$ cat src/design/arpc_pkg.sv
// ----------------------------------------------------------------------------
// ARP responder package
// Shared types, protocol constants and status codes of the ARP responder.
// ----------------------------------------------------------------------------
package arpc_pkg;

    typedef logic [31:0] t_ip;
    typedef logic [47:0] t_mac;
    typedef logic [2:0]  t_status;

    localparam logic [10:0] ARP_MIN_LEN  = 11'd28;
    localparam logic [15:0] HW_ETHERNET  = 16'h0001;
    localparam logic [15:0] PROTO_IPV4   = 16'h0800;
    localparam logic [15:0] OPC_REQUEST  = 16'h0001;
    localparam logic [15:0] OPC_REPLY    = 16'h0002;

    localparam t_ip OWN_IP_RESET = 32'h0A00_020F;

    localparam t_status ST_ACCEPT = 3'd0;
    localparam t_status ST_REPLY  = 3'd1;
    localparam t_status ST_SHORT  = 3'd2;
    localparam t_status ST_BADHW  = 3'd3;
    localparam t_status ST_BADPRO = 3'd4;
    localparam t_status ST_BADOP  = 3'd5;
    localparam t_status ST_HIT    = 3'd6;
    localparam t_status ST_MISS   = 3'd7;

    localparam logic REG_OWN_IP  = 1'b0;
    localparam logic REG_OWN_MAC = 1'b1;

    typedef struct packed {
        logic hit;
        t_ip  ip;
        t_mac mac;
    } t_token;

    typedef struct packed {
        logic en;
        logic fill;
        t_ip  ip;
        t_mac mac;
    } t_wr;

    typedef struct packed {
        t_status status;
        logic    send_reply;
        t_mac    reply_dest_mac;
        t_ip     reply_dst_ip;
        t_mac    reply_src_mac;
        t_ip     reply_src_ip;
        t_mac    found_mac;
    } t_rsp;

endpackage

$ cat src/design/arpc_if.sv
// ----------------------------------------------------------------------------
// ARP responder channels
// Valid/ready channels for the input items and the result items.
// ----------------------------------------------------------------------------
interface arpc_req_if;
    logic          valid;
    logic          ready;
    logic          op;
    logic [10:0]   frame_length;
    logic [15:0]   hardware_type;
    logic [15:0]   protocol_type;
    logic [15:0]   arp_opcode;
    arpc_pkg::t_ip  src_ip;
    arpc_pkg::t_mac src_mac;
    arpc_pkg::t_ip  dst_ip;
    arpc_pkg::t_ip  query_ip;

    modport source (
        output valid, op, frame_length, hardware_type, protocol_type, arp_opcode,
               src_ip, src_mac, dst_ip, query_ip,
        input  ready
    );
    modport sink (
        input  valid, op, frame_length, hardware_type, protocol_type, arp_opcode,
               src_ip, src_mac, dst_ip, query_ip,
        output ready
    );
endinterface

interface arpc_rsp_if;
    logic              valid;
    logic              ready;
    arpc_pkg::t_status status;
    logic              send_reply;
    arpc_pkg::t_mac    reply_dest_mac;
    arpc_pkg::t_ip     reply_dst_ip;
    arpc_pkg::t_mac    reply_src_mac;
    arpc_pkg::t_ip     reply_src_ip;
    arpc_pkg::t_mac    found_mac;

    modport source (
        output valid, status, send_reply, reply_dest_mac, reply_dst_ip,
               reply_src_mac, reply_src_ip, found_mac,
        input  ready
    );
    modport sink (
        input  valid, status, send_reply, reply_dest_mac, reply_dst_ip,
               reply_src_mac, reply_src_ip, found_mac,
        output ready
    );
endinterface

$ cat src/design/arpc_cell.sv
// ----------------------------------------------------------------------------
// ARP cache cell
// Holds one cache entry and compares it against the search token passing by.
// ----------------------------------------------------------------------------
module arpc_cell #(
    parameter int IDX_W    = 4,
    parameter int CELL_IDX = 0
) (
    input  logic                 i_clk,
    input  logic                 i_rst_n,
    input  logic                 i_tok_vld,
    input  arpc_pkg::t_token     i_tok,
    input  logic [IDX_W-1:0]     i_tok_idx,
    output logic                 o_tok_vld,
    output arpc_pkg::t_token     o_tok,
    output logic [IDX_W-1:0]     o_tok_idx,
    input  arpc_pkg::t_wr        i_wr,
    input  logic [IDX_W-1:0]     i_wr_idx
);

    localparam logic [IDX_W-1:0] MY_IDX = IDX_W'(CELL_IDX);

    logic             r_valid;
    arpc_pkg::t_ip    r_ip;
    arpc_pkg::t_mac   r_mac;
    logic             r_tok_vld;
    arpc_pkg::t_token r_tok;
    logic [IDX_W-1:0] r_tok_idx;
    arpc_pkg::t_token n_tok;
    logic [IDX_W-1:0] n_tok_idx;
    logic             match;
    logic             wr_sel;

    assign match  = i_tok_vld && !i_tok.hit && r_valid && (r_ip == i_tok.ip);
    assign wr_sel = i_wr.en && (i_wr_idx == MY_IDX);

    always_comb begin
        n_tok     = i_tok;
        n_tok_idx = i_tok_idx;
        if (match) begin
            n_tok.hit = 1'b1;
            n_tok.mac = r_mac;
            n_tok_idx = MY_IDX;
        end
    end

    always_ff @(posedge i_clk) begin
        if (!i_rst_n) begin
            r_valid   <= 1'b0;
            r_tok_vld <= 1'b0;
        end else begin
            r_tok_vld <= i_tok_vld;
            if (wr_sel && i_wr.fill) begin
                r_valid <= 1'b1;
            end
        end
    end

    always_ff @(posedge i_clk) begin
        r_tok     <= n_tok;
        r_tok_idx <= n_tok_idx;
        if (wr_sel) begin
            r_mac <= i_wr.mac;
            if (i_wr.fill) begin
                r_ip <= i_wr.ip;
            end
        end
    end

    assign o_tok_vld = r_tok_vld;
    assign o_tok     = r_tok;
    assign o_tok_idx = r_tok_idx;

endmodule

$ cat src/design/arp_responder_with_cache.sv
// ----------------------------------------------------------------------------
// ARP responder with address cache
// Checks received ARP packets, learns sender mappings, builds reply fields
// and answers cache lookups.
// ----------------------------------------------------------------------------
// The block works on one item at a time: it accepts the item, the search token
// walks the row of cache cells, and then the block delivers the result and writes
// back the learned entry, once the output register is free. The next item is
// taken the cycle after, and a finished result waits in the output register
// until it is taken. Registers: own IP at address 0, own MAC at address 8, both
// 64-bit words. The cache needs no clearing pass.
module arp_responder_with_cache #(
    parameter int CACHE_ENTRIES = 16
) (
    input  logic         i_clk,
    input  logic         i_rst_n,
    arpc_req_if.sink     i_req,
    arpc_rsp_if.source   o_rsp,
    input  logic         psel,
    input  logic         penable,
    input  logic         pwrite,
    input  logic [3:0]   paddr,
    input  logic [63:0]  pwdata,
    output logic [63:0]  prdata,
    output logic         pready
);

    localparam int IDX_W = (CACHE_ENTRIES > 1) ? $clog2(CACHE_ENTRIES) : 1;
    localparam logic [IDX_W-1:0] LAST_IDX = IDX_W'(CACHE_ENTRIES - 1);

    localparam logic [1:0] S_IDLE = 2'd0;
    localparam logic [1:0] S_SCAN = 2'd1;
    localparam logic [1:0] S_DONE = 2'd2;

    logic [1:0]          r_state;
    logic [1:0]          n_state;
    arpc_pkg::t_ip       r_own_ip;
    arpc_pkg::t_mac      r_own_mac;
    logic                r_op;
    logic                r_learn;
    arpc_pkg::t_status   r_pre;
    arpc_pkg::t_ip       r_s_ip;
    arpc_pkg::t_mac      r_s_mac;
    logic                r_hit;
    logic [IDX_W-1:0]    r_hit_idx;
    arpc_pkg::t_mac      r_hit_mac;
    logic [IDX_W-1:0]    r_ptr;
    logic                r_out_vld;
    arpc_pkg::t_rsp      r_out;
    arpc_pkg::t_rsp      n_out;
    arpc_pkg::t_status   n_pre;
    logic                n_learn;
    logic                accept;
    logic                out_free;
    logic                finish;
    logic                cfg_wr;
    arpc_pkg::t_wr       w_wr;
    logic [IDX_W-1:0]    w_wr_idx;

    logic                w_vld [CACHE_ENTRIES+1];
    arpc_pkg::t_token    w_tok [CACHE_ENTRIES+1];
    logic [IDX_W-1:0]    w_idx [CACHE_ENTRIES+1];

    // Configuration port.
    assign pready = 1'b1;
    assign cfg_wr = psel && penable && pwrite;

    always_comb begin
        unique case (paddr[3])
            arpc_pkg::REG_OWN_IP:  prdata = {32'd0, r_own_ip};
            arpc_pkg::REG_OWN_MAC: prdata = {16'd0, r_own_mac};
            default:               prdata = '0;
        endcase
    end

    always_ff @(posedge i_clk) begin
        if (!i_rst_n) begin
            r_own_ip  <= arpc_pkg::OWN_IP_RESET;
            r_own_mac <= '0;
        end else if (cfg_wr) begin
            unique case (paddr[3])
                arpc_pkg::REG_OWN_IP:  r_own_ip  <= pwdata[31:0];
                arpc_pkg::REG_OWN_MAC: r_own_mac <= pwdata[47:0];
                default: ;
            endcase
        end
    end

    // Packet checks at accept time.
    assign i_req.ready = (r_state == S_IDLE);
    assign accept      = i_req.valid && i_req.ready;
    assign out_free    = !r_out_vld || o_rsp.ready;
    assign finish      = (r_state == S_DONE) && out_free;

    always_comb begin
        n_learn = 1'b0;
        priority if (i_req.frame_length < arpc_pkg::ARP_MIN_LEN) begin
            n_pre = arpc_pkg::ST_SHORT;
        end else if (i_req.hardware_type != arpc_pkg::HW_ETHERNET) begin
            n_pre = arpc_pkg::ST_BADHW;
        end else if (i_req.protocol_type != arpc_pkg::PROTO_IPV4) begin
            n_pre = arpc_pkg::ST_BADPRO;
        end else begin
            n_learn = !i_req.op;
            priority if (i_req.arp_opcode == arpc_pkg::OPC_REQUEST) begin
                n_pre = (i_req.dst_ip == r_own_ip) ? arpc_pkg::ST_REPLY
                                                   : arpc_pkg::ST_ACCEPT;
            end else if (i_req.arp_opcode == arpc_pkg::OPC_REPLY) begin
                n_pre = arpc_pkg::ST_ACCEPT;
            end else begin
                n_pre = arpc_pkg::ST_BADOP;
            end
        end
    end

    // Row of cache cells.
    assign w_vld[0]     = accept;
    assign w_tok[0].hit = 1'b0;
    assign w_tok[0].ip  = i_req.op ? i_req.query_ip : i_req.src_ip;
    assign w_tok[0].mac = '0;
    assign w_idx[0]     = '0;

    assign w_wr.en   = finish && r_learn;
    assign w_wr.fill = !r_hit;
    assign w_wr.ip   = r_s_ip;
    assign w_wr.mac  = r_s_mac;
    assign w_wr_idx  = r_hit ? r_hit_idx : r_ptr;

    for (genvar g = 0; g < CACHE_ENTRIES; g++) begin : g_cell
        arpc_cell #(
            .IDX_W    (IDX_W),
            .CELL_IDX (g)
        ) u_cell (
            .i_clk     (i_clk),
            .i_rst_n   (i_rst_n),
            .i_tok_vld (w_vld[g]),
            .i_tok     (w_tok[g]),
            .i_tok_idx (w_idx[g]),
            .o_tok_vld (w_vld[g+1]),
            .o_tok     (w_tok[g+1]),
            .o_tok_idx (w_idx[g+1]),
            .i_wr      (w_wr),
            .i_wr_idx  (w_wr_idx)
        );
    end

    // Sequencer.
    always_comb begin
        n_state = r_state;
        unique case (r_state)
            S_IDLE:  if (accept) n_state = S_SCAN;
            S_SCAN:  if (w_vld[CACHE_ENTRIES]) n_state = S_DONE;
            S_DONE:  if (out_free) n_state = S_IDLE;
            default: n_state = S_IDLE;
        endcase
    end

    always_ff @(posedge i_clk) begin
        if (!i_rst_n) begin
            r_state   <= S_IDLE;
            r_ptr     <= '0;
            r_out_vld <= 1'b0;
        end else begin
            r_state <= n_state;
            if (w_wr.en && w_wr.fill) begin
                r_ptr <= (r_ptr == LAST_IDX) ? '0 : r_ptr + 1'b1;
            end
            if (finish) begin
                r_out_vld <= 1'b1;
            end else if (o_rsp.ready) begin
                r_out_vld <= 1'b0;
            end
        end
    end

    always_ff @(posedge i_clk) begin
        if (accept) begin
            r_op    <= i_req.op;
            r_learn <= n_learn;
            r_pre   <= n_pre;
            r_s_ip  <= i_req.src_ip;
            r_s_mac <= i_req.src_mac;
        end
        if ((r_state == S_SCAN) && w_vld[CACHE_ENTRIES]) begin
            r_hit     <= w_tok[CACHE_ENTRIES].hit;
            r_hit_idx <= w_idx[CACHE_ENTRIES];
            r_hit_mac <= w_tok[CACHE_ENTRIES].mac;
        end
        if (finish) begin
            r_out <= n_out;
        end
    end

    // Result assembly.
    always_comb begin
        n_out = '0;
        if (r_op) begin
            n_out.status    = r_hit ? arpc_pkg::ST_HIT : arpc_pkg::ST_MISS;
            n_out.found_mac = r_hit ? r_hit_mac : '0;
        end else begin
            n_out.status = r_pre;
            if (r_pre == arpc_pkg::ST_REPLY) begin
                n_out.send_reply     = 1'b1;
                n_out.reply_dest_mac = r_s_mac;
                n_out.reply_dst_ip   = r_s_ip;
                n_out.reply_src_mac  = r_own_mac;
                n_out.reply_src_ip   = r_own_ip;
            end
        end
    end

    assign o_rsp.valid          = r_out_vld;
    assign o_rsp.status         = r_out.status;
    assign o_rsp.send_reply     = r_out.send_reply;
    assign o_rsp.reply_dest_mac = r_out.reply_dest_mac;
    assign o_rsp.reply_dst_ip   = r_out.reply_dst_ip;
    assign o_rsp.reply_src_mac  = r_out.reply_src_mac;
    assign o_rsp.reply_src_ip   = r_out.reply_src_ip;
    assign o_rsp.found_mac      = r_out.found_mac;

endmodule

$ cat src/flat_wrapper.sv
// flat-port wrapper written by rule: the top's interface ports become plain ports
module arp_responder_with_cache_flat 
#(
    parameter int CACHE_ENTRIES = 16
)
  (i_clk, i_rst_n, psel, penable, pwrite, paddr, pwdata, prdata, pready, i_req_valid, i_req_op, i_req_frame_length, i_req_hardware_type, i_req_protocol_type, i_req_arp_opcode, i_req_src_ip, i_req_src_mac, i_req_dst_ip, i_req_query_ip, i_req_ready, o_rsp_valid, o_rsp_status, o_rsp_send_reply, o_rsp_reply_dest_mac, o_rsp_reply_dst_ip, o_rsp_reply_src_mac, o_rsp_reply_src_ip, o_rsp_found_mac, o_rsp_ready);
  arpc_req_if i_req_i ();
  arpc_rsp_if o_rsp_i ();
  input  logic i_clk;
  input  logic i_rst_n;
  input  logic psel;
  input  logic penable;
  input  logic pwrite;
  input  logic [3:0] paddr;
  input  logic [63:0] pwdata;
  output logic [63:0] prdata;
  output logic pready;
  input wire logic [$bits(i_req_i.valid)-1:0] i_req_valid;
  input wire logic [$bits(i_req_i.op)-1:0] i_req_op;
  input wire logic [$bits(i_req_i.frame_length)-1:0] i_req_frame_length;
  input wire logic [$bits(i_req_i.hardware_type)-1:0] i_req_hardware_type;
  input wire logic [$bits(i_req_i.protocol_type)-1:0] i_req_protocol_type;
  input wire logic [$bits(i_req_i.arp_opcode)-1:0] i_req_arp_opcode;
  input wire logic [$bits(i_req_i.src_ip)-1:0] i_req_src_ip;
  input wire logic [$bits(i_req_i.src_mac)-1:0] i_req_src_mac;
  input wire logic [$bits(i_req_i.dst_ip)-1:0] i_req_dst_ip;
  input wire logic [$bits(i_req_i.query_ip)-1:0] i_req_query_ip;
  output wire logic [$bits(i_req_i.ready)-1:0] i_req_ready;
  output wire logic [$bits(o_rsp_i.valid)-1:0] o_rsp_valid;
  output wire logic [$bits(o_rsp_i.status)-1:0] o_rsp_status;
  output wire logic [$bits(o_rsp_i.send_reply)-1:0] o_rsp_send_reply;
  output wire logic [$bits(o_rsp_i.reply_dest_mac)-1:0] o_rsp_reply_dest_mac;
  output wire logic [$bits(o_rsp_i.reply_dst_ip)-1:0] o_rsp_reply_dst_ip;
  output wire logic [$bits(o_rsp_i.reply_src_mac)-1:0] o_rsp_reply_src_mac;
  output wire logic [$bits(o_rsp_i.reply_src_ip)-1:0] o_rsp_reply_src_ip;
  output wire logic [$bits(o_rsp_i.found_mac)-1:0] o_rsp_found_mac;
  input wire logic [$bits(o_rsp_i.ready)-1:0] o_rsp_ready;
  assign i_req_i.valid = i_req_valid;
  assign i_req_i.op = i_req_op;
  assign i_req_i.frame_length = i_req_frame_length;
  assign i_req_i.hardware_type = i_req_hardware_type;
  assign i_req_i.protocol_type = i_req_protocol_type;
  assign i_req_i.arp_opcode = i_req_arp_opcode;
  assign i_req_i.src_ip = i_req_src_ip;
  assign i_req_i.src_mac = i_req_src_mac;
  assign i_req_i.dst_ip = i_req_dst_ip;
  assign i_req_i.query_ip = i_req_query_ip;
  assign i_req_ready = i_req_i.ready;
  assign o_rsp_valid = o_rsp_i.valid;
  assign o_rsp_status = o_rsp_i.status;
  assign o_rsp_send_reply = o_rsp_i.send_reply;
  assign o_rsp_reply_dest_mac = o_rsp_i.reply_dest_mac;
  assign o_rsp_reply_dst_ip = o_rsp_i.reply_dst_ip;
  assign o_rsp_reply_src_mac = o_rsp_i.reply_src_mac;
  assign o_rsp_reply_src_ip = o_rsp_i.reply_src_ip;
  assign o_rsp_found_mac = o_rsp_i.found_mac;
  assign o_rsp_i.ready = o_rsp_ready;
  arp_responder_with_cache #(.CACHE_ENTRIES(CACHE_ENTRIES)) u_core (.i_clk(i_clk), .i_rst_n(i_rst_n), .i_req(i_req_i), .o_rsp(o_rsp_i), .psel(psel), .penable(penable), .pwrite(pwrite), .paddr(paddr), .pwdata(pwdata), .prdata(prdata), .pready(pready));
endmodule
$ cat config.mk
export PLATFORM = sky130hd
export DESIGN_NAME = arp_responder_with_cache_flat
export DESIGN_NICKNAME = d
export VERILOG_FILES = /design/src/design/arpc_pkg.sv /design/src/design/arpc_if.sv /design/src/design/arpc_cell.sv /design/src/design/arp_responder_with_cache.sv /design/src/flat_wrapper.sv
export SDC_FILE = /design/constraint.sdc
export NUM_CORES = 2
export LEC_CHECK = 0
export BUFFER_PORTS_ARGS = -buffer_cell sky130_fd_sc_hd__buf_2
export CORE_MARGIN = 3
export CORE_UTILIZATION = 54
export CTS_CLUSTER_DIAMETER = 120
export CTS_CLUSTER_SIZE = 28
export DETAILED_ROUTE_END_ITERATION = 6
export PLACE_DENSITY = 0.75
export SLEW_MARGIN = 0
export SYNTH_ARGS = -nofsm -noshare
export SYNTH_HDL_FRONTEND = slang
export SYNTH_HIERARCHICAL = 1
export SYNTH_SLANG_ARGS = --single-unit
export TNS_END_PERCENT = 10
$ cat constraint.sdc
create_clock -name i_clk -period 17.89 [get_ports i_clk]
set_clock_uncertainty 0.15 [all_clocks]
set_input_delay 0.8945 -clock i_clk [delete_from_list [all_inputs] [get_ports i_clk]]
set_output_delay 0.8945 -clock i_clk [all_outputs]
set_load 0.01 [all_outputs]
# Word-level counts from Yosys, hierarchy flattened
# Cells that the tools add are included.
totals:
  reg_bits: 3073
  wordCells: 361
op_classes:
  reduce_logical: 131
  n_eq_ne: 43
  bitwise_logic: 3
  magnitude_cmp: 1
  muxes: 35
  addsub: 1
ops:
  columns: ["operator", "count"]
  rows:
  - ["48-bit 2-to-1 mux", 15]
  - ["32-bit equality test", 17]
  - ["161-bit 2-to-1 mux", 1]
  - ["64-bit one-hot mux with 2 select lines", 1]
  - ["1-bit logical AND", 86]
  - ["2-bit AND reduction", 19]
  - ["4-bit equality test, second input constant", 9]
  - ["32-bit 2-to-1 mux", 1]
  - ["1-bit zero test", 18]
  - ["16-bit by 1-bit equality test with 1-bit output, second input constant", 1]
  - ["16-bit by 2-bit equality test with 1-bit output, second input constant", 1]
  - ["4-bit by 3-bit equality test with 1-bit output, second input constant", 4]
  - ["16-bit by 1-bit inequality test with 1-bit output, second input constant", 1]
  - ["16-bit by 12-bit inequality test with 1-bit output, second input constant", 1]
  - ["3-bit 2-to-1 mux", 4]
  - ["11-bit by 5-bit less-than comparator with 1-bit output, second input constant", 1]
  - ["4-bit by 2-bit equality test with 1-bit output, second input constant", 2]
  - ["4-bit 2-to-1 mux", 2]
  - ["1-bit 2-to-1 mux", 7]
  - ["2-bit 2-to-1 mux", 3]
  - ["2-bit one-hot mux with 3 select lines", 1]
  - ["4-bit by 1-bit adder with 4-bit output, second input constant", 1]
  - ["4-bit by 1-bit equality test with 1-bit output, second input constant", 1]
  - ["4-bit zero test", 1]
  - ["other kinds (12)", 16]

# Depth between registers and ports, before layout
logic_depth:
  word_depth: 6
  ltp_mapped: 9

# Hierarchy
# The synthesis kept the hierarchy.
by_module_without_submodules:
  columns: ["mod", "cells_each", "instances", "area_per_inst_um2", "seq_area_each_um2"]
  rows:
  - ["arpc_cell (u_core.g_cell[0].u_cell ...)", 274, 7, 5175.0, 4144.0]
  - ["arpc_cell (u_core.g_cell[11].u_cell ...)", 274, 4, 5176.2, 4144.0]
  - ["arpc_cell (u_core.g_cell[13].u_cell ...)", 274, 4, 5172.5, 4144.0]
  - ["arp_responder_with_cache", 1166, 1, 16853.7, 12251.8]
  - ["arpc_cell (u_core.g_cell[15].u_cell)", 275, 1, 5250.0, 4144.0]

# Worst setup path after synthesis
# OpenSTA, ideal clock, no wires.
synth_path:
  path_kind: "input port to flip-flop"
  from: "input o_rsp_ready"
  to: "register u_core.g_cell[11].u_cell.r_ip[0], enable pin"
  cell_stages: 6
  arrival_ps: 16856
  slack_ps: 491
  setup_ps: 393
  n_path_buf: 0
  t_required_ps: 17347
  path_cell_list: "nor2b_1 nor2_1 and2_1 nand2_1 nor4bb_1 and2_1"
synth_lines:
  columns: ["element", "line_no", "source"]
  rows:
  - ["from (decl)", "flat_wrapper.sv:37", "input wire logic [$bits(o_rsp_i.ready)-1:0] o_rsp_ready;"]
  - ["to (signal assigned)", "arpc_cell.sv:65", "r_ip <= i_wr.ip;"]
  - ["to (decl)", "arpc_cell.sv:24", "arpc_pkg::t_ip r_ip;"]

==> reports/qor.yml <==
outcome: "completed"
grt-ovfl-total: 0
cts-root-buf: "clkbuf_16"
crit_required_ns: 18.17
core_area_um2: 182000
numClockSinks: 3077
routed_wl_mm: 193
maxSlewViolCount: 0
vias_per_cell: 5.25
avgSynthCellArea_um2: 18.0
area_growth_pct: 8.83
worstReg2RegEnd: "u_core/g_cell[1].u_cell/r_ip[28]$_DFFE_PP_"
insertion_delay_ns: 0.78
period_share_pct: 24.1
met1_length_mm: 78.5
grt_pass1_wl_mm: 282
r2r-start: "u_core/r_state[0]$_SDFFE_PN0P_"
leakagePower_nw: 38.1
slowest_delay_ns: 0.76
start_kind: "flip-flop"
hold_slack_ns: 0.121
power.density_nw_per_um2: 105
path_delay_family: "simple AND/OR/NAND/NOR gates"
hold-path-cell-count: 1
grt_antenna_before_repair: 11
ios: 558
drc: 0
topRoutingLayerUsed: "met5"
dieArea_um2: 189000
timing.final.crit_period_ns: 4.31
layout-drive-gt1-share_pct: 25.2
finalSetupTns_ns: 0
hold_viol: 0
worst_path_max_delay_cell: "nor2_4"
wl_per_cell_um: 22.4
cp_max_fo: 49
worstSetupPathType: "flip-flop to flip-flop"
grt_usage_pct: 20.0
grt_max_degree: 98
power_mw: 11.4
synth_area_um2: 99100
r2r_setup_slack_ns: 13.58
wl_met3_mm: 9.61
worst_hold_path.endpoint: "u_core/r_s_mac[5]$_DFFE_PP_"
die_x_um: 434
cts_made_buffers: 121
cts_resized: 0
setup_viol: 0
synthCells: 5519
relSlewSlack_pct: 14.9
crit_chain: "nand2b_1 > nor2_4 > and2_1 > and4b_2 > buf_4 > and2_1 > buf_4"
antenna_left: 0
vias: 45256
stdcell_count: 8617
grt_pass1_vias: 45386
end_kind: "flip-flop"
tritoncts: "done"
drt_first_iter_violations: 3150
io_buffers: 519
start_util_pct: 54.6
postCtsSetupRepairBufs: 0
crit_buf_inv: 2
rr_worst_depth: 7
gp_congestion: 0.794
clk_pin_slew_worst_paths_ns: 0.11
rsz0062_at_grt: "no"
cts_max_level: 3
cap_violations: 0
clock_path_buffers: 3
std_cell_rows: 156
hold_class: "primary input to flip-flop"
die_h_um: 434
place_hpwl_mm: 118
route.met2.wl_mm: 98.4
place_inst: 8387
dr.pass1.iters: 5
cts_hold_buf: 0
worst_ir_drop_vdd_mv: 0.101
clock.fmax_mhz: 232
synth_warnings: 6
holdCritStartpoint: "i_req_src_mac[5]"
max_slew.worst_pin.slew_ns: 1.28
pre_cts_ws_ns: 13.09
fin_ws_ns: 13.58
nets: 6420
worst_ep_arrival_time_ns: 4.59
metal layers:
metal	vias up	track usage (%)
li1	20868	-
met1	23058	25.4
met2	1073	35.5
met3	253	2.76
met4	4	6.17
met5	-	0
layout make-up:
cell class | instances | area [um^2]
sequential | 3077 | 77900
fill | 13236 | 73700
multi-input combinational | 2347 | 20200
clock buffer | 219 | 3460
timing repair buffer | 589 | 3130
tap | 2370 | 2970
clock inverter | 6 | 100
inverter | 4 | 15.0
antenna | 5 | 12.5
layout by cell type (no fill, tap or decap), drive strengths merged, types with 4 or more instances in the layout:
cell type,instances
nor3,19
diode,5
edfxtp,1630
nor4,132
nand3,26
or2,51
nor2,20
inv,8
buf,589
and2,212
o21a,17
conb,71
nand4b,21
mux2i,4
nor2b,35
dfxtp,1447
nand2,170
xnor2,85
clkbuf,219
nor4b,4
nand2b,4
mux2,836
xor2,461
a21boi,74
and3,49
nand4,38
where the power goes:
group          total (mW)  internal, mW  switching (mW)
Combinational       0.268         0.154           0.114
Sequential           7.77          7.62           0.155
Clock                3.31          1.33            1.98
sequential cells by signal (all words and copies together) (netlist names), 48 cells and up:
signal	cells
u_core/g_cell.u_cell/r_ip	512
u_core/g_cell.u_cell/o_tok	1264
u_core/o_rsp.found_mac	48
u_core/g_cell.u_cell/o_tok_idx	64
u_core/o_rsp.reply_src_mac	48
u_core/o_rsp.reply_dest_mac	48
u_core/g_cell.u_cell/r_mac	768
u_core/r_hit_mac	48
u_core/r_own_mac	48
u_core/r_s_mac	48
how the worst max path moves through the flow:
stage / endpoint / depth (start not counted) / startpoint
floorplan: u_core/g_cell[11].u_cell/r_ip[0]$_DFFE_PP_ / 6 / o_rsp_ready
finish: u_core/g_cell[1].u_cell/r_ip[28]$_DFFE_PP_ / 7 / u_core/r_state[0]$_SDFFE_PN0P_
global route: u_core/g_cell[1].u_cell/r_ip[22]$_DFFE_PP_ / 7 / u_core/r_state[1]$_SDFFE_PN0P_
detailed placement: u_core/g_cell[1].u_cell/r_ip[0]$_DFFE_PP_ / 8 / o_rsp_ready
CTS: u_core/g_cell[1].u_cell/r_ip[9]$_DFFE_PP_ / 7 / u_core/r_state[0]$_SDFFE_PN0P_
global placement: u_core/g_cell[1].u_cell/r_ip[0]$_DFFE_PP_ / 8 / o_rsp_ready
through the flow:
step	area (um^2)	utilization, %
floorplan	99300	-
global placement	104000	57.4
detailed placement	104000	57.4
CTS	108000	59.4
global route	108000	59.4
finish	108000	59.4
(Power assumes the default switching activity.)
